--- src/hdl/ftpid_pkg.sv ---
`timescale 1ns / 1ps
// ftpid_pkg: shared constants, types and command struct for the filtered pid block
// depends on nothing

package ftpid_pkg;

  localparam int DATA_W           = 32;
  localparam int CFG_DATA_W       = 48;
  localparam int CFG_IDX_W        = 3;
  localparam int TAP_W            = 16;
  localparam int FIR_FRAC         = 14;
  localparam int GAIN_FRAC        = 16;
  localparam int ERR_PACKED_TAPS  = 3;
  localparam int DT_PACKED_TAPS   = 6;
  localparam int MAX_FILTER_TAPS  = 8;
  localparam int TAP_IDX_W        = $clog2(MAX_FILTER_TAPS);

  localparam int ERROR_FILTER_TAPS_DEF = 3;
  localparam int DTERM_FILTER_TAPS_DEF = 6;

  localparam logic signed [DATA_W-1:0] Q_MAX = {1'b0, {(DATA_W-1){1'b1}}};
  localparam logic signed [DATA_W-1:0] Q_MIN = {1'b1, {(DATA_W-1){1'b0}}};

  localparam logic [CFG_DATA_W-1:0] TAPS_UNITY = CFG_DATA_W'(16384);

  // register indexes
  typedef enum logic [CFG_IDX_W-1:0] {
    REG_KP          = 3'd0,
    REG_KI_HALF     = 3'd1,
    REG_KD_TWICE    = 3'd2,
    REG_UPPER       = 3'd3,
    REG_LOWER       = 3'd4,
    REG_ERR_TAPS    = 3'd5,
    REG_DT_TAPS_LO  = 3'd6,
    REG_DT_TAPS_HI  = 3'd7
  } reg_idx_t;

  typedef struct packed {
    logic signed [DATA_W-1:0] kp;
    logic signed [DATA_W-1:0] ki_half_period;
    logic signed [DATA_W-1:0] kd_twice_rate;
    logic signed [DATA_W-1:0] upper_limit;
    logic signed [DATA_W-1:0] lower_limit;
    logic [CFG_DATA_W-1:0]    error_taps;
    logic [CFG_DATA_W-1:0]    dterm_taps_low;
    logic [CFG_DATA_W-1:0]    dterm_taps_high;
  } cfg_t;

  // multiplier operand pairs
  typedef enum logic [2:0] {
    MUL_ERR_TAP,
    MUL_DT_TAP,
    MUL_KP,
    MUL_KD,
    MUL_KI
  } mul_sel_t;

  typedef enum logic [3:0] {
    ST_IDLE,
    ST_ERR_MAC,
    ST_ERR_SUM,
    ST_ERR_RND,
    ST_GAIN_P,
    ST_GAIN_D,
    ST_GAIN_I,
    ST_DT_IN,
    ST_DT_MAC,
    ST_DT_SUM,
    ST_DT_RND,
    ST_OUT
  } state_t;

  typedef struct packed {
    logic                 load;      // capture raw error, clear accumulator
    mul_sel_t             mul_sel;
    logic [TAP_IDX_W-1:0] tap_idx;
    logic                 mac;       // product joins the accumulator next cycle
    logic                 e_wr;      // round filtered error, shift error history
    logic                 diff_wr;   // form e - last_error and e + last_error
    logic                 p_wr;
    logic                 gd_wr;
    logic                 dt_start;  // gi, raw derivative, clear accumulator
    logic                 d_wr;      // round derivative, shift history, integral
    logic                 out_wr;    // clamp, output register, state update
  } cmd_t;

endpackage

--- src/hdl/ftpid_ctrl.sv ---
`timescale 1ns / 1ps
// ftpid_ctrl: sequencer that steps the shared multiplier through one sample
// depends on ftpid_pkg

module ftpid_ctrl #(
  parameter int ERROR_FILTER_TAPS = ftpid_pkg::ERROR_FILTER_TAPS_DEF,
  parameter int DTERM_FILTER_TAPS = ftpid_pkg::DTERM_FILTER_TAPS_DEF
) (
  input  logic               clk,
  input  logic               rst,
  input  logic               in_valid,
  output logic               in_ready,
  output logic               out_valid,
  input  logic               out_ready,
  output ftpid_pkg::cmd_t    cmd
);

  localparam logic [ftpid_pkg::TAP_IDX_W-1:0] ERR_LAST =
    ftpid_pkg::TAP_IDX_W'(ERROR_FILTER_TAPS - 1);
  localparam logic [ftpid_pkg::TAP_IDX_W-1:0] DT_LAST =
    ftpid_pkg::TAP_IDX_W'(DTERM_FILTER_TAPS - 1);

  ftpid_pkg::state_t               state, state_next;
  logic [ftpid_pkg::TAP_IDX_W-1:0] cnt, cnt_next;
  logic                            out_valid_next;

  always_ff @(posedge clk) begin
    if (rst) begin
      state     <= ftpid_pkg::ST_IDLE;
      cnt       <= '0;
      out_valid <= 1'b0;
    end else begin
      state     <= state_next;
      cnt       <= cnt_next;
      out_valid <= out_valid_next;
    end
  end

  always_comb begin
    state_next     = state;
    cnt_next       = cnt;
    out_valid_next = out_valid & ~out_ready;
    in_ready       = 1'b0;
    cmd            = '0;
    cmd.mul_sel    = ftpid_pkg::MUL_KP;
    cmd.tap_idx    = cnt;
    unique case (state)
      ftpid_pkg::ST_IDLE: begin
        in_ready = 1'b1;
        if (in_valid) begin
          cmd.load   = 1'b1;
          cnt_next   = '0;
          state_next = ftpid_pkg::ST_ERR_MAC;
        end
      end
      ftpid_pkg::ST_ERR_MAC: begin
        cmd.mul_sel = ftpid_pkg::MUL_ERR_TAP;
        cmd.mac     = 1'b1;
        if (cnt == ERR_LAST) begin
          cnt_next   = '0;
          state_next = ftpid_pkg::ST_ERR_SUM;
        end else begin
          cnt_next = cnt + 1'b1;
        end
      end
      ftpid_pkg::ST_ERR_SUM: state_next = ftpid_pkg::ST_ERR_RND;
      ftpid_pkg::ST_ERR_RND: begin
        cmd.e_wr   = 1'b1;
        state_next = ftpid_pkg::ST_GAIN_P;
      end
      ftpid_pkg::ST_GAIN_P: begin
        cmd.mul_sel = ftpid_pkg::MUL_KP;
        cmd.diff_wr = 1'b1;
        state_next  = ftpid_pkg::ST_GAIN_D;
      end
      ftpid_pkg::ST_GAIN_D: begin
        cmd.mul_sel = ftpid_pkg::MUL_KD;
        cmd.p_wr    = 1'b1;
        state_next  = ftpid_pkg::ST_GAIN_I;
      end
      ftpid_pkg::ST_GAIN_I: begin
        cmd.mul_sel = ftpid_pkg::MUL_KI;
        cmd.gd_wr   = 1'b1;
        state_next  = ftpid_pkg::ST_DT_IN;
      end
      ftpid_pkg::ST_DT_IN: begin
        cmd.dt_start = 1'b1;
        cnt_next     = '0;
        state_next   = ftpid_pkg::ST_DT_MAC;
      end
      ftpid_pkg::ST_DT_MAC: begin
        cmd.mul_sel = ftpid_pkg::MUL_DT_TAP;
        cmd.mac     = 1'b1;
        if (cnt == DT_LAST) begin
          cnt_next   = '0;
          state_next = ftpid_pkg::ST_DT_SUM;
        end else begin
          cnt_next = cnt + 1'b1;
        end
      end
      ftpid_pkg::ST_DT_SUM: state_next = ftpid_pkg::ST_DT_RND;
      ftpid_pkg::ST_DT_RND: begin
        cmd.d_wr   = 1'b1;
        state_next = ftpid_pkg::ST_OUT;
      end
      ftpid_pkg::ST_OUT: begin
        // wait until the output register is free
        if (!out_valid || out_ready) begin
          cmd.out_wr     = 1'b1;
          out_valid_next = 1'b1;
          state_next     = ftpid_pkg::ST_IDLE;
        end
      end
      default: state_next = ftpid_pkg::ST_IDLE;
    endcase
  end

endmodule

--- config.mk ---
export PLATFORM = sky130hd
export DESIGN_NAME = ftpid_ctrl
export DESIGN_NICKNAME = d
export VERILOG_FILES = /design/src/hdl/ftpid_pkg.sv /design/src/hdl/ftpid_ctrl.sv
export SDC_FILE = /design/constraint.sdc
export NUM_CORES = 1
export LEC_CHECK = 0
export BUFFER_PORTS_ARGS = -buffer_cell sky130_fd_sc_hd__clkbuf_2
export CORE_MARGIN = 2
export CORE_UTILIZATION = 48
export DETAILED_ROUTE_END_ITERATION = 10
export PLACE_DENSITY = 0.77
export SETUP_SLACK_MARGIN = 0.02
export SYNTH_ARGS = -nofsm -noshare
export SYNTH_HDL_FRONTEND = slang
export SYNTH_SLANG_ARGS = --single-unit
--- constraint.sdc ---
create_clock -name clk -period 2.4 [get_ports clk]
set_clock_uncertainty 0.1 [all_clocks]
set_input_delay 0.48 -clock clk [delete_from_list [all_inputs] [get_ports clk]]
set_output_delay 0.48 -clock clk [all_outputs]
set_load 0.01 [all_outputs]
* Word-level counts from Yosys, hierarchy flattened *
Cells that the tools add are included.

operators by class
  mux-type cells = 24
  eq/ne operators = 17
  add/sub/neg operators = 1
  reduce and logical (&&, ||, !) cells = 7
  bitwise operators = 2

operator list
  operator                                                          number
  4-bit case mux with 12 select lines                               1
  3-bit case mux with 4 select lines                                2
  4-bit by 3-bit == test with 1-bit output (second input constant)  4
  4-bit == test (second input constant)                             4
  4-bit 2-to-1 mux                                                  4
  1-bit 2-to-1 mux                                                  14
  3-bit 2-to-1 mux                                                  3
  4-bit by 2-bit == test with 1-bit output (second input constant)  2
  2-bit != test (second input constant)                             4
  4-bit by 1-bit == test with 1-bit output (second input constant)  1
  4-bit logical NOT                                                 1
  4-bit AND reduction                                               1
  4-bit nonzero test                                                1
  3-bit by 1-bit adder with 3-bit output (second input constant)    1
  3-bit by 2-bit == test with 1-bit output (second input constant)  1
  3-bit == test (second input constant)                             1
  2-bit AND reduction                                               1
  2-bit OR reduction                                                1
  1-bit bitwise AND                                                 1
  1-bit logical NOT                                                 1
  1-bit logical OR                                                  1
  1-bit inverter                                                    1

word-level totals
  output and inout bits = 17
  register bits after elaboration = 8

* Depth between registers and ports, before layout *
  depth after elaboration = 4
  gate-level depth with buffers = 5

* Worst setup path before layout *
No wires, ideal clock.

  path kind = reg2reg
  start point = register cnt[0] (netlist bit)
  end point = register state[0]
  setup slack = 0.633 ns
  stages on the path, launching flop included = 6
  clock period less this slack = 1.767 ns
  arrival time = 1.545 ns
  library setup time = 0.121 ns
  path buffers = 1
  path through = dfxtp_1 -> clkbuf_1 -> nor3b_1 -> o2bb2ai_4 -> a211oi_2 -> mux2_4

between the ends
  longest elaborated chain between the ends = 3
  elaborated cells between the ends (all ways) = 5

ends and longest elaborated chain
  what                                                                              RTL line                            text
  start, declared                                                                   ftpid_ctrl.sv:24                    logic [ftpid_pkg::TAP_IDX_W-1:0] cnt, cnt_next;
  start signal, assigned                                                            ftpid_ctrl.sv:34                    cnt <= cnt_next;
  3-bit == test / 3-bit by 2-bit == test with 1-bit output (equally long branches)  ftpid_ctrl.sv:94, ftpid_ctrl.sv:59
  2-bit != test (no line)                                                           n/a
  4-bit AND reduction (no line) *                                                   n/a
  end signal, assigned                                                              ftpid_ctrl.sv:29                    state <= ftpid_pkg::ST_IDLE;
  end signal, assigned                                                              ftpid_ctrl.sv:33                    state <= state_next;
  end, declared                                                                     ftpid_ctrl.sv:23                    ftpid_pkg::state_t state, state_next;

Every way passes the cells marked *; elsewhere a longest branch is shown, timed or not.
A chain may end at the register's enable or synchronous reset.

==> impl_metrics.ini <==
[die]
die_h_um = 40.3
dieArea_sq_um = 1620
core_sq_um = 1270
core.rowCount = 13
ios = 21
die_w_um = 40.3
start_util_pct = 49.8

[drt]
drt-vias-per-instance = 5.71
ant_nets = 0
initialDrtViolationCount = 17
vias = 628
dr.pass1.iters = 4
drt-total-wl_mm = 1.36
wl_per_cell_um = 12.3
post-route-drc-count = 0

[sta]
tightest_slew_ps = 541
setup_violations = 0
tns_ps = 0
hold_violations = 0
min_period_ps = 2250
finalCritPeriodShare_pct = 93.6
maxSlewViolCount = 0
fmax_mhz = 445
rsz0062_at_grt = false
slew_headroom_pct = 63.6

[placement]
hpwl_um = 964
place_congestion = 0.821
port_buffers = 20

[logic_synthesis]
synth_area_per_cell_sq_um = 8.00
synth.area.top_cells = dfxtp_1 25%, nand2_1 5.3%, nor2_1 5.3%, nand2b_1 5.0%, o2bb2ai_4 4.4%
syn_area_sq_um = 632
synth.top_cell.area_share_pct = 25.3
ys_ff_latch = 8
syn_nets = 83
synth_warnings = 0
syn_inst = 79
synth_top_area_cell = dfxtp_1
synth_cell_types = 36
yosysSeqAreaShare_pct = 25.3

[job]
drv.max_cap_violation_count = 0

[pwr]
powerDensity_nw_per_um2 = 1070
power_switching_share_pct = 44.5
p_switching_mw = 0.352
p_clk_share_pct = 13.6
p_total_mw = 0.791
combPwrFrac_pct = 55.2
pwr-share-seq_pct = 31.2
power.internal_mw = 0.439
vdd_ir_drop_max_mv = 0.564
p_leak_nw = 0.321

[setup_path]
slowest_delay_ps = 590
criticalPathCategory = reg2out
path_cells = or4b_4 -> nand2_1 -> clkbuf_2
crit_slowest_cell = dfxtp_1
crit_family = simple AND/OR/NAND/NOR gates
start_kind = flop
required_ps = 1820
end_kind = output port
worstPathArrival_ps = 1670
crit_fanout = 14
cp_num_buf_inv = 1

[cells_and_area]
num_antenna_cells = 0
layout.nets = 101
syn_to_final_growth_pct = 16.6
layout-drive-gt1-share_pct = 33.7

[min_path]
worst_hold_path_type = in2reg

[global_routing]
first_global_vias = 423
overflow = 0
grt_pass1_wl_mm = 2.02
grtUsageTotal_pct = 18.7
grt_max_degree = 15
antenna_found_initial = 0

[cts]
cts_max_level = 1
cts_tree = built
cts.sinks = 8
cts_root_buffer = clkbuf_4
clk-insertion-delay-late_ps = 260
holdBufCountCts = 0
post_cts_buffers = 0
cts_made_buffers = 3
clkSlewWorstSetupHoldPaths_ps = 60
clockBufferDepth = 2

[run_status]
status = completed
## flip-flops by register name (all words and copies together), names as in the netlist
register   count
cnt            3
out_valid      1
state          4
## power groups by stage
stage	clock network, mW	logic (mW)	registers, mW
after floorplan	0	0.389	0.193
after global routing	0.123	0.476	0.256
after global placement	0	0.424	0.242
after CTS	0.113	0.431	0.241
final	0.107	0.437	0.246
after detailed placement	0	0.428	0.244
## cells in the final DEF (no fill, tap or decap)
cell type  count
clkbuf_2      20
nor2_1         9
nand2_1        9
dfxtp_1        7
nand2b_1       5
nor3_1         3
inv_1          3
a21oi_1        3
o21ai_1        3
nor2b_1        3
clkbuf_4       3
or4b_4         2
o21a_1         2
nor3b_1        2
a32o_1         2
or2_1          1
nor4_2         1
nand4b_1       1
mux2_2         1
o21ai_0        1
and2b_1        1
and2_1         1
o311ai_2       1
o211ai_1       1
nand3_1        1
o2bb2ai_4      1
a211oi_2       1
mux2_4         1
xor2_1         1
o221ai_1       1
a211oi_1       1
nand3b_1       1
a311oi_1       1
dfxtp_2        1
## cell families (layout without fill, tap and decap cells)
kind of cell / Yosys count / in the layout / share of synthesized area (%)
xor gates and xnor gates: 1 / 1 / 1.39
AOI/OAI and AO/OA: 18 / 18 / 25.1
muxes: 2 / 2 / 4.16
buffers and inverters: 10 / 26 / 8.32
and+or+nand+nor: 40 / 40 / 35.6
DFF: 8 / 8 / 25.3
## timing repair
action,in CTS,in global routing
hold endpoints to repair,0,0
resized for setup,0,2
setup endpoints to repair,0,3
## cell usage after synthesis, drive strengths merged
master / instances
a211oi: 2
a21oi: 3
a311oi: 1
a32o: 2
and2: 1
and2b: 1
buf: 5
clkbuf: 2
dfxtp: 8
inv: 3
mux2: 2
nand2: 9
nand2b: 5
nand3: 1
nand3b: 1
nand4b: 1
nor2: 9
nor2b: 3
nor3: 3
nor3b: 2
nor4: 1
o211ai: 1
o21a: 2
o21ai: 4
o221ai: 1
o2bb2ai: 1
o311ai: 1
or2: 1
or4b: 2
xor2: 1
## final cells by class
class                      count  area, sq um
fill                         129          532
multi-input combinational     61          423
sequential                     8          161
timing repair buffer          20          100
clock buffer                   3         22.5
tap                           15         18.8
inverter                       3         11.3
## metrics by stage
stage	instances	worst slack [ps]	area [sq um]	hold WS, ps	utilization [%]
global route	110	48.8	737	391	58.1
floorplan	79	633	632	438	-
detailed placement	107	390	709	454	55.9
finish	110	154	737	403	58.1
CTS	110	94.4	732	397	57.7
global placement	107	396	709	430	55.9
## layer usage
metal	vias up	track usage, %	wire length (um)
met3	2	5.00	132
li1	313	-	-
met4	0	10.0	16
met1	279	27.4	620
met2	34	24.2	588
met5	-	0	0
## path summary, 6_finish.rpt
| path | startpoint | endpoint | slack, ps | cells after the start |
|---|---|---|---|---|
| setup / recovery | state[0]$_SDFFE_PP0P_ | cmd[7] | 150 | 3 |
| hold / removal | rst | state[3]$_SDFFE_PP0P_ | 400 | 2 |
| setup reg to reg | state[0]$_SDFFE_PP0P_ | state[0]$_SDFFE_PP0P_ | 430 | 4 |
| hold reg to reg | cnt[2]$_SDFFE_PP0P_ | cnt[2]$_SDFFE_PP0P_ | 460 | 2 |
(Power assumes the default switching activity.)
