## src/hdl/ftpid_pkg.sv

```systemverilog
`timescale 1ns / 1ps
// ftpid_pkg: shared constants, types and command struct for the filtered pid block
// depends on nothing

package ftpid_pkg;

  localparam int DATA_W           = 32;
  localparam int CFG_DATA_W       = 48;
  localparam int CFG_IDX_W        = 3;
  localparam int TAP_W            = 16;
  localparam int FIR_FRAC         = 14;
  localparam int GAIN_FRAC        = 16;
  localparam int ERR_PACKED_TAPS  = 3;
  localparam int DT_PACKED_TAPS   = 6;
  localparam int MAX_FILTER_TAPS  = 8;
  localparam int TAP_IDX_W        = $clog2(MAX_FILTER_TAPS);

  localparam int ERROR_FILTER_TAPS_DEF = 3;
  localparam int DTERM_FILTER_TAPS_DEF = 6;

  localparam logic signed [DATA_W-1:0] Q_MAX = {1'b0, {(DATA_W-1){1'b1}}};
  localparam logic signed [DATA_W-1:0] Q_MIN = {1'b1, {(DATA_W-1){1'b0}}};

  localparam logic [CFG_DATA_W-1:0] TAPS_UNITY = CFG_DATA_W'(16384);

  // register indexes
  typedef enum logic [CFG_IDX_W-1:0] {
    REG_KP          = 3'd0,
    REG_KI_HALF     = 3'd1,
    REG_KD_TWICE    = 3'd2,
    REG_UPPER       = 3'd3,
    REG_LOWER       = 3'd4,
    REG_ERR_TAPS    = 3'd5,
    REG_DT_TAPS_LO  = 3'd6,
    REG_DT_TAPS_HI  = 3'd7
  } reg_idx_t;

  typedef struct packed {
    logic signed [DATA_W-1:0] kp;
    logic signed [DATA_W-1:0] ki_half_period;
    logic signed [DATA_W-1:0] kd_twice_rate;
    logic signed [DATA_W-1:0] upper_limit;
    logic signed [DATA_W-1:0] lower_limit;
    logic [CFG_DATA_W-1:0]    error_taps;
    logic [CFG_DATA_W-1:0]    dterm_taps_low;
    logic [CFG_DATA_W-1:0]    dterm_taps_high;
  } cfg_t;

  // multiplier operand pairs
  typedef enum logic [2:0] {
    MUL_ERR_TAP,
    MUL_DT_TAP,
    MUL_KP,
    MUL_KD,
    MUL_KI
  } mul_sel_t;

  typedef enum logic [3:0] {
    ST_IDLE,
    ST_ERR_MAC,
    ST_ERR_SUM,
    ST_ERR_RND,
    ST_GAIN_P,
    ST_GAIN_D,
    ST_GAIN_I,
    ST_DT_IN,
    ST_DT_MAC,
    ST_DT_SUM,
    ST_DT_RND,
    ST_OUT
  } state_t;

  typedef struct packed {
    logic                 load;      // capture raw error, clear accumulator
    mul_sel_t             mul_sel;
    logic [TAP_IDX_W-1:0] tap_idx;
    logic                 mac;       // product joins the accumulator next cycle
    logic                 e_wr;      // round filtered error, shift error history
    logic                 diff_wr;   // form e - last_error and e + last_error
    logic                 p_wr;
    logic                 gd_wr;
    logic                 dt_start;  // gi, raw derivative, clear accumulator
    logic                 d_wr;      // round derivative, shift history, integral
    logic                 out_wr;    // clamp, output register, state update
  } cmd_t;

endpackage

```

## src/hdl/ftpid_dp.sv

```systemverilog
`timescale 1ns / 1ps
// ftpid_dp: datapath with shared multiplier, accumulator, filter histories and clamp
// depends on ftpid_pkg

module ftpid_dp #(
  parameter int ERROR_FILTER_TAPS = ftpid_pkg::ERROR_FILTER_TAPS_DEF,
  parameter int DTERM_FILTER_TAPS = ftpid_pkg::DTERM_FILTER_TAPS_DEF
) (
  input  logic                                clk,
  input  logic                                rst,
  input  ftpid_pkg::cmd_t                     cmd,
  input  ftpid_pkg::cfg_t                     cfg,
  input  logic signed [ftpid_pkg::DATA_W-1:0] feedback,
  input  logic signed [ftpid_pkg::DATA_W-1:0] setpoint,
  output logic signed [ftpid_pkg::DATA_W-1:0] drive,
  output logic                                saturated
);

  localparam int W  = ftpid_pkg::DATA_W;
  localparam int PW = 2 * W;
  localparam int IW = ftpid_pkg::TAP_IDX_W;
  localparam int TW = ftpid_pkg::TAP_W;

  function automatic logic signed [W-1:0] sat32(input logic signed [PW-1:0] v);
    logic signed [W-1:0] r;
    if (v[PW-1:W-1] == '0 || v[PW-1:W-1] == '1) begin
      r = v[W-1:0];
    end else if (v[PW-1]) begin
      r = ftpid_pkg::Q_MIN;
    end else begin
      r = ftpid_pkg::Q_MAX;
    end
    return r;
  endfunction

  // round half up then floor, then saturate
  function automatic logic signed [W-1:0] round_sat(input logic signed [PW-1:0] v,
                                                    input int sh);
    logic signed [PW-1:0] t;
    t = (v + (PW'(1) <<< (sh - 1))) >>> sh;
    return sat32(t);
  endfunction

  function automatic logic signed [W-1:0] err_tap(input logic [ftpid_pkg::CFG_DATA_W-1:0] taps,
                                                  input logic [IW-1:0] idx);
    logic signed [W-1:0] t;
    t = '0;
    for (int k = 0; k < ftpid_pkg::ERR_PACKED_TAPS; k++) begin
      if (idx == IW'(k)) t = W'(signed'(taps[TW*k +: TW]));
    end
    return t;
  endfunction

  function automatic logic signed [W-1:0] dt_tap(input logic [2*ftpid_pkg::CFG_DATA_W-1:0] taps,
                                                 input logic [IW-1:0] idx);
    logic signed [W-1:0] t;
    t = '0;
    for (int k = 0; k < ftpid_pkg::DT_PACKED_TAPS; k++) begin
      if (idx == IW'(k)) t = W'(signed'(taps[TW*k +: TW]));
    end
    return t;
  endfunction

  // working registers
  logic signed [W-1:0]  err_raw, e, ediff, esum, p_term, gd, gi, d0, d_term, integ;
  logic signed [PW-1:0] prod, acc;
  logic                 acc_pend;

  // controller state carried between samples
  logic signed [W-1:0]  integral_acc, last_error, last_dterm;
  logic                 sat_mark;

  logic signed [W-1:0]  esample, dsample, mul_a, mul_b;
  logic signed [W-1:0]  sum_sat, drive_next;
  logic signed [W+1:0]  sum_wide;
  logic                 sat_next;

  // error filter history
  generate
    if (ERROR_FILTER_TAPS > 1) begin : g_err_hist
      logic signed [W-1:0] hist [ERROR_FILTER_TAPS-1];
      always_ff @(posedge clk) begin
        if (rst) begin
          for (int k = 0; k < ERROR_FILTER_TAPS - 1; k++) hist[k] <= '0;
        end else if (cmd.e_wr) begin
          hist[0] <= err_raw;
          for (int k = 1; k < ERROR_FILTER_TAPS - 1; k++) hist[k] <= hist[k-1];
        end
      end
      always_comb begin
        esample = err_raw;
        for (int k = 0; k < ERROR_FILTER_TAPS - 1; k++) begin
          if (cmd.tap_idx == IW'(k + 1)) esample = hist[k];
        end
      end
    end else begin : g_err_nohist
      assign esample = err_raw;
    end
  endgenerate

  // derivative filter history
  generate
    if (DTERM_FILTER_TAPS > 1) begin : g_dt_hist
      logic signed [W-1:0] hist [DTERM_FILTER_TAPS-1];
      always_ff @(posedge clk) begin
        if (rst) begin
          for (int k = 0; k < DTERM_FILTER_TAPS - 1; k++) hist[k] <= '0;
        end else if (cmd.d_wr) begin
          hist[0] <= d0;
          for (int k = 1; k < DTERM_FILTER_TAPS - 1; k++) hist[k] <= hist[k-1];
        end
      end
      always_comb begin
        dsample = d0;
        for (int k = 0; k < DTERM_FILTER_TAPS - 1; k++) begin
          if (cmd.tap_idx == IW'(k + 1)) dsample = hist[k];
        end
      end
    end else begin : g_dt_nohist
      assign dsample = d0;
    end
  endgenerate

  // operand select for the shared multiplier
  always_comb begin
    case (cmd.mul_sel)
      ftpid_pkg::MUL_ERR_TAP: begin
        mul_a = err_tap(cfg.error_taps, cmd.tap_idx);
        mul_b = esample;
      end
      ftpid_pkg::MUL_DT_TAP: begin
        mul_a = dt_tap({cfg.dterm_taps_high, cfg.dterm_taps_low}, cmd.tap_idx);
        mul_b = dsample;
      end
      ftpid_pkg::MUL_KD: begin
        mul_a = cfg.kd_twice_rate;
        mul_b = ediff;
      end
      ftpid_pkg::MUL_KI: begin
        mul_a = cfg.ki_half_period;
        mul_b = esum;
      end
      default: begin
        mul_a = cfg.kp;
        mul_b = e;
      end
    endcase
  end

  // output sum and clamp, upper test first
  always_comb begin
    sum_wide = (W+2)'(p_term) + (W+2)'(integ) + (W+2)'(d_term);
    sum_sat  = sat32(PW'(sum_wide));
    if (sum_sat > cfg.upper_limit) begin
      drive_next = cfg.upper_limit;
      sat_next   = 1'b1;
    end else if (sum_sat < cfg.lower_limit) begin
      drive_next = cfg.lower_limit;
      sat_next   = 1'b1;
    end else begin
      drive_next = sum_sat;
      sat_next   = 1'b0;
    end
  end

  always_ff @(posedge clk) begin
    if (rst) begin
      acc_pend <= 1'b0;
    end else begin
      acc_pend <= cmd.mac;
    end
  end

  // payload registers
  always_ff @(posedge clk) begin
    prod <= mul_a * mul_b;
    if (cmd.load || cmd.dt_start) begin
      acc <= '0;
    end else if (acc_pend) begin
      acc <= acc + prod;
    end
    if (cmd.load) err_raw <= sat32(PW'(setpoint) - PW'(feedback));
    if (cmd.e_wr) e <= round_sat(acc, ftpid_pkg::FIR_FRAC);
    if (cmd.diff_wr) begin
      ediff <= sat32(PW'(e) - PW'(last_error));
      esum  <= sat32(PW'(e) + PW'(last_error));
    end
    if (cmd.p_wr)  p_term <= round_sat(prod, ftpid_pkg::GAIN_FRAC);
    if (cmd.gd_wr) gd     <= round_sat(prod, ftpid_pkg::GAIN_FRAC);
    if (cmd.dt_start) begin
      gi <= round_sat(prod, ftpid_pkg::GAIN_FRAC);
      d0 <= sat32(PW'(gd) - PW'(last_dterm));
    end
    if (cmd.d_wr) begin
      d_term <= round_sat(acc, ftpid_pkg::FIR_FRAC);
      integ  <= sat_mark ? '0 : sat32(PW'(integral_acc) + PW'(gi));
    end
    if (cmd.out_wr) begin
      drive     <= drive_next;
      saturated <= sat_next;
    end
  end

  // state carried to the next sample
  always_ff @(posedge clk) begin
    if (rst) begin
      integral_acc <= '0;
      last_error   <= '0;
      last_dterm   <= '0;
      sat_mark     <= 1'b0;
    end else if (cmd.out_wr) begin
      integral_acc <= integ;
      last_error   <= e;
      last_dterm   <= d_term;
      sat_mark     <= sat_next;
    end
  end

endmodule

```

## config.mk

```make
export PLATFORM = sky130hd
export DESIGN_NAME = ftpid_dp
export DESIGN_NICKNAME = d
export VERILOG_FILES = /design/src/hdl/ftpid_pkg.sv /design/src/hdl/ftpid_dp.sv
export SDC_FILE = /design/constraint.sdc
export NUM_CORES = 2
export LEC_CHECK = 0
export BUFFER_PORTS_ARGS = -buffer_cell sky130_fd_sc_hd__buf_2
export CORE_MARGIN = 2
export CORE_UTILIZATION = 59
export DETAILED_ROUTE_END_ITERATION = 12
export GPL_ROUTABILITY_DRIVEN = 0
export GPL_TIMING_DRIVEN = 0
export HOLD_SLACK_MARGIN = 0.08
export PLACE_DENSITY = 0.77
export RECOVER_POWER = 100
export SLEW_MARGIN = 30
export SYNTH_ARGS = -nofsm -noshare
export SYNTH_HDL_FRONTEND = slang
export SYNTH_SLANG_ARGS = --single-unit
```

## constraint.sdc

```tcl
create_clock -name clk -period 24.8 [get_ports clk]
set_clock_uncertainty 0.05 [all_clocks]
set_input_delay 2.48 -clock clk [delete_from_list [all_inputs] [get_ports clk]]
set_output_delay 2.48 -clock clk [all_outputs]
set_load 0.02 [all_outputs]
```

[Word level (Yosys, flattened, before mapping)]
Memories as Yosys holds them, arrays and structs flattened.
Index checks and enable logic that the tools add are counted.
Storage, ports and cells
  flip-flop bits (word level): 579
  latch bits: 0
  memory bits (writable): 224
  bits in read-only memories: 0
  input bits: 385
  output and inout port bits: 33
  logic and storage cells: 129
  memories: 2
Memories
  g_dt_hist.hist: words 5, width 32, rd ports 5, clocked after Yosys merged registers in 0, write ports 5, RTL line ftpid_dp.sv:104  | logic signed [W-1:0] hist [DTERM_FILTER_TAPS-1];
  g_err_hist.hist: words 2, width 32, rd ports 2, clocked after Yosys merged registers in 0, write ports 2, RTL line ftpid_dp.sv:81  | logic signed [W-1:0] hist [ERROR_FILTER_TAPS-1];
Operators by class
  add/subtract/negate cells: 10
  multipliers: 1
  div/mod/pow operators: 0
  order comparisons: 2
  equal/unequal tests: 16
  shifts and indexed selects: 0
  mux-type cells: 53
  bitwise logic cells: 7
  reduce and logical (&&, ||, !) cells: 19
Operator list (count)
  two-way mux 32 bit: 41
  equality test 33 bit (second input constant): 8
  zero test 33 bit: 8
  case mux 32 bit (4 select lines): 2
  adder 32 x 32 -> 33 bit: 3
  subtractor 32 x 32 -> 33 bit: 3
  adder 64 x 15 -> 64 bit (second input constant): 1
  adder 64 x 17 -> 64 bit (second input constant): 1
  adder 64 bit: 1
  multiplier 32 x 32 -> 64 bit: 1
  adder 33 x 32 -> 34 bit: 1
  greater-than comparator 32 bit: 1
  less-than comparator 32 bit: 1
  two-way mux 1 bit: 10
  equality test 3 x 2 -> 1 bit (second input constant): 3
  equality test 3 bit (second input constant): 3
  logical OR 1 bit: 9
  bitwise OR 1 bit: 7
  equality test 3 x 1 -> 1 bit (second input constant): 2
  zero test 3 bit: 2

[Logic depth before layout (Yosys ltp)]
  word-level depth: 9
  mapped depth: 43
  mapped depth without buffers: 38

[Worst setup path before layout]
OpenSTA, ideal clock, no wires.
  path kind: input to register
  start: input cmd[8] (netlist bit)
  end: register prod[63]
  setup time: 121 ps
  arrival: 11505 ps
  data required time: 24629 ps
  path slack: 13125 ps
  cell stages on the path: 33
  buffers on the path: 5
  cells stage by stage: buf_2 nand2b_1 clkbuf_1 or2_2 buf_2 buf_1 a311oi_1 nor2_1 a21oi_1 o22ai_1 nand2_1 o21a_1 clkbuf_1 nand2_1 fa_1 fa_1 inv_1 fa_1 fa_1 inv_1 fa_1 inv_1 fa_1 fa_1 fa_1 ha_1 and4_1 a221o_1 a31oi_1 and3_1 o31ai_1 o221a_2 xnor2_1
Between the ends
  cells in the longest elaborated chain, start to end: 9
  elaborated cells on any way between the ends: 25
  those cells by class: mul: 1; eq/ne: 5; mux: 18; reduce/logical: 1
Ends and longest elaborated chain
  start, declared: RTL line ftpid_dp.sv:11  | input ftpid_pkg::cmd_t cmd,
  zero test 3 bit: RTL line ftpid_dp.sv:49, ftpid_dp.sv:59
  two-way mux 32 bit (6 in series): RTL line ftpid_dp.sv:59  | if (idx == IW'(k)) t = W'(signed'(taps[TW*k +: TW]));
  case mux 32 bit (4 select lines): RTL line ftpid_dp.sv:126  | case (cmd.mul_sel)
  multiplier 32 x 32 -> 64 bit (*): RTL line ftpid_dp.sv:176  | prod <= mul_a * mul_b;
  end signal, assigned: RTL line ftpid_dp.sv:176
  end, declared: RTL line ftpid_dp.sv:66  | logic signed [PW-1:0] prod, acc;
Every way passes the cells marked *; elsewhere a longest branch is shown, timed or not.
A chain may end at the register's enable or synchronous reset.

[Worst setup path after layout]
  start: input cmd[10] (netlist bit)
  end: register prod[61]
The elaborated chain is that of the path after synthesis.

==> flow_summary_export.csv <==
group,metric,value,unit
status,status,"finished, violations left",
status,violations,"max-capacitance violations, max-slew violations",
route,wl_per_cell,25.7,um
logic_synthesis,synth-simple-area-share,0.136,
layout,nFillCells,11606,
worst_hold_path,hold_path_end,"acc[4]",
grt,globalRouteMet3Util,0.162,
grt,grt_use_total,0.399,
logic_synthesis,yosysWarnings,0,
logic_synthesis,synthMostInstantiatedCell,"inv_1",
critical_path,r2r_cells,33,
critical_path,slowest_delay,940,ps
die,die_area,150000,um2
logic_synthesis,synth.ff_latch_count,803,
logic_synthesis,async_reset_ff_frac,0,
critical_path,worstSetupStartpointType,"primary input",
sta,rsz0062_at_grt,"false",
logic_synthesis,synth-compound-area-share,0.120,
logic_synthesis,synth_xor_xnor_area_share,0.0370,
critical_path,critPathTopFamily,"buffers and inverters",
critical_path,required,25340,ps
logic_synthesis,synth_edf_count,577,
logic_synthesis,syn-num-nets,11191,
critical_path,cp_slowest_cell,"o21ai_0",
logic_synthesis,syn_inst,9181,
route,num_vias,73730,
critical_path,worstPathMaxFanout,10,
cts,cts_tree,"done",
sta,hold_viol,0,
cts,htree_levels,3,
placement,dp_slack,9730,ps
placement,placed_area,91300,um2
route,drc_errors,0,
cts,cts_hold_buf,0,
critical_path,endpoint_kind,"flip-flop",
logic_synthesis,synthAdderAreaFrac,0.335,
layout,syn_to_final_growth,8.75,%
grt,grt_max_degree,65,
layout,drive_above_1_share,0.0733,
cts,root_buffer,"clkbuf_16",
layout,nets,11714,
grt,antenna_found_initial,24,
route,drt-total-wl,302,mm
logic_synthesis,synth_top_family_by_area,"adder cells",
sta,max_freq,64.9,MHz
logic_synthesis,yosysUniqueCellTypes,101,
grt,grt.met1_usage,0.468,
grt,met2_usage,0.593,
cts,clockBufferDepth,3,
layout,layout.cells.non_filler,11721,
logic_synthesis,synth_common_cells,"inv_1 (1336), fa_1 (1121), nor2_1 (1013)",
sta,setup_ws,9400,ps
placement,dp_hpwl,240,mm
die,start_util,0.594,
critical_path,timing.critical_path.buf_inv,12,
route,viasPerCell,6.29,
sta,finalSetupTns,0,ps
logic_synthesis,netlist_area,86400,um2
critical_path,crit_top_cell,"clkbuf_1",
die,die_y,387,um
logic_synthesis,synth_area_leader_cell,"fa_1",
logic_synthesis,synth_area_leaders,"fa_1 (26%), edfxtp_1 (20%), ha_1 (7.3%)",
logic_synthesis,yosysSeqAreaShare,0.253,
critical_path,worstPathArrival,15950,ps
cts,cts_resized,0,
worst_hold_path,holdPathStages,2,
die,fp.dieW,387,um
grt,grt_pass1_wl,445,mm
cts,clkLatencyLatePin,710,ps
grt,overflow,0,
route,drt_iter0_drc,9840,
cts,cts_buffers,86,
worst_hold_path,hold_class,"flip-flop to flip-flop",
sta,maxSlewViolCount,579,
layout,fin_area,94000,um2
logic_synthesis,synth.area.mux_share,0.0399,
die,core,146000,um2
logic_synthesis,synth_top_area_share,0.260,
placement,dp.cells,11531,
logic_synthesis,avgSynthCellArea,9.41,um2
sta,slew_headroom,-1.30,
critical_path,rr_startpoint,"g_dt_hist.hist[0][44]",
sta,tightestPinTransition,3450,ps
worst_hold_path,hp-start,"acc[4]",
grt,grt_pass1_vias,73418,
route,drtPass1Iterations,10,
cts,postCtsSetupBuffers,0,
cts,path_clk_slew,60,ps
critical_path,crit_type,"primary input to flip-flop",
placement,portBuffers,413,
grt,top_usage_layer,"met2",
logic_synthesis,ys.flop_type,"edfxtp_1",
critical_path,r2r-end,"prod[61]",
die,io_pins,418,
sta,finalSetupViolCount,0,
critical_path,r2r_setup_slack,13120,ps
cts,cts_sinks,803,
route,ant_nets,0,
run,drv_cap,18,
sta,fin_crit,15400,ps
sta,period_share,0.621,
die,rows,140,
==> cell usage in the layout (no fill, tap or decap), drive strengths merged, types with 66 or more instances in the layout <==
cell	netlist	layout
a21o	144	144
nand2	811	811
nand4	70	70
and2	284	284
o21ai	397	397
o22ai	68	68
fa	1121	1121
nor2	1017	1017
nand3	99	99
a21oi	518	518
clkbuf	373	576
buf	80	434
xor2	143	143
inv	1337	1343
mux2i	289	289
xnor2	219	219
o21a	66	66
dfxtp	226	226
ha	504	504
edfxtp	577	577
==> worst min-delay path, stage by stage, from the launching register on <==
cell and delay (ps):
dfxtp_1 320, nand2_1 60, a21oi_1 60
==> kinds of logic (layout without fill, tap and decap cells) <==
| group | Yosys count | count (layout) |
|---|---|---|
| and+or+nand+nor | 2626 | 2626 |
| buffers and inverters | 1795 | 2390 |
| adders and majority gates | 1646 | 1646 |
| AOI/OAI and AO/OA | 1630 | 1630 |
| DFF | 803 | 803 |
| xor gates and xnor gates | 362 | 362 |
| muxes | 319 | 319 |
| other | 0 | 28 |
==> flip-flops by register name (all words and copies together), names as in the netlist <==
register / count
acc: 64
acc_pend: 1
d0: 32
d_term: 32
drive: 32
e: 32
ediff: 32
err_raw: 32
esum: 32
g_dt_hist.hist: 160
g_err_hist.hist: 64
gd: 32
gi: 32
integ: 32
integral_acc: 32
last_dterm: 32
last_error: 32
p_term: 32
prod: 64
sat_mark: 1
saturated: 1
==> how the worst max path moves through the flow <==
| stage | to | from | depth (start not counted) |
|---|---|---|---|
| global placement | prod[62] | cmd[11] | 30 |
| floorplan | prod[63] | cmd[8] | 33 |
| detailed placement | prod[61] | cmd[10] | 29 |
| global route | prod[61] | cmd[10] | 37 |
| finish | prod[61] | cmd[10] | 37 |
| CTS | prod[61] | cmd[10] | 29 |
==> area by class of cell <==
cell class | instances | area (um2) | area share
Inverter | 1342 | 5040 | 0.0536
Clock inverter | 38 | 469 | 0.00499
Multi-Input combinational cell | 6583 | 57800 | 0.615
Timing Repair Buffer | 435 | 2170 | 0.0231
Buffer | 453 | 1790 | 0.0191
Clock buffer | 122 | 2370 | 0.0252
Antenna cell | 28 | 70.1 | 0.000746
Tap cell | 1917 | 2400 | 0.0255
Sequential cell | 803 | 21900 | 0.233
==> through the flow <==
step           utilization  hold WS (ps)
4_1_cts              0.647           438
3_5_place_dp         0.627           429
2_1_floorplan            -           395
3_3_place_gp         0.624           414
6_report             0.646           437
5_1_grt              0.645           461
==> layer usage <==
metal  wire (um)  vias to the layer above
li1            -                    31297
met1      101000                    35494
met2      128000                     5394
met3       44400                     1526
met4       27400                       19
met5         613                        -
Power is not shown: default switching activity piles up to over one toggle a cycle in this logic, so the estimate is an artifact.
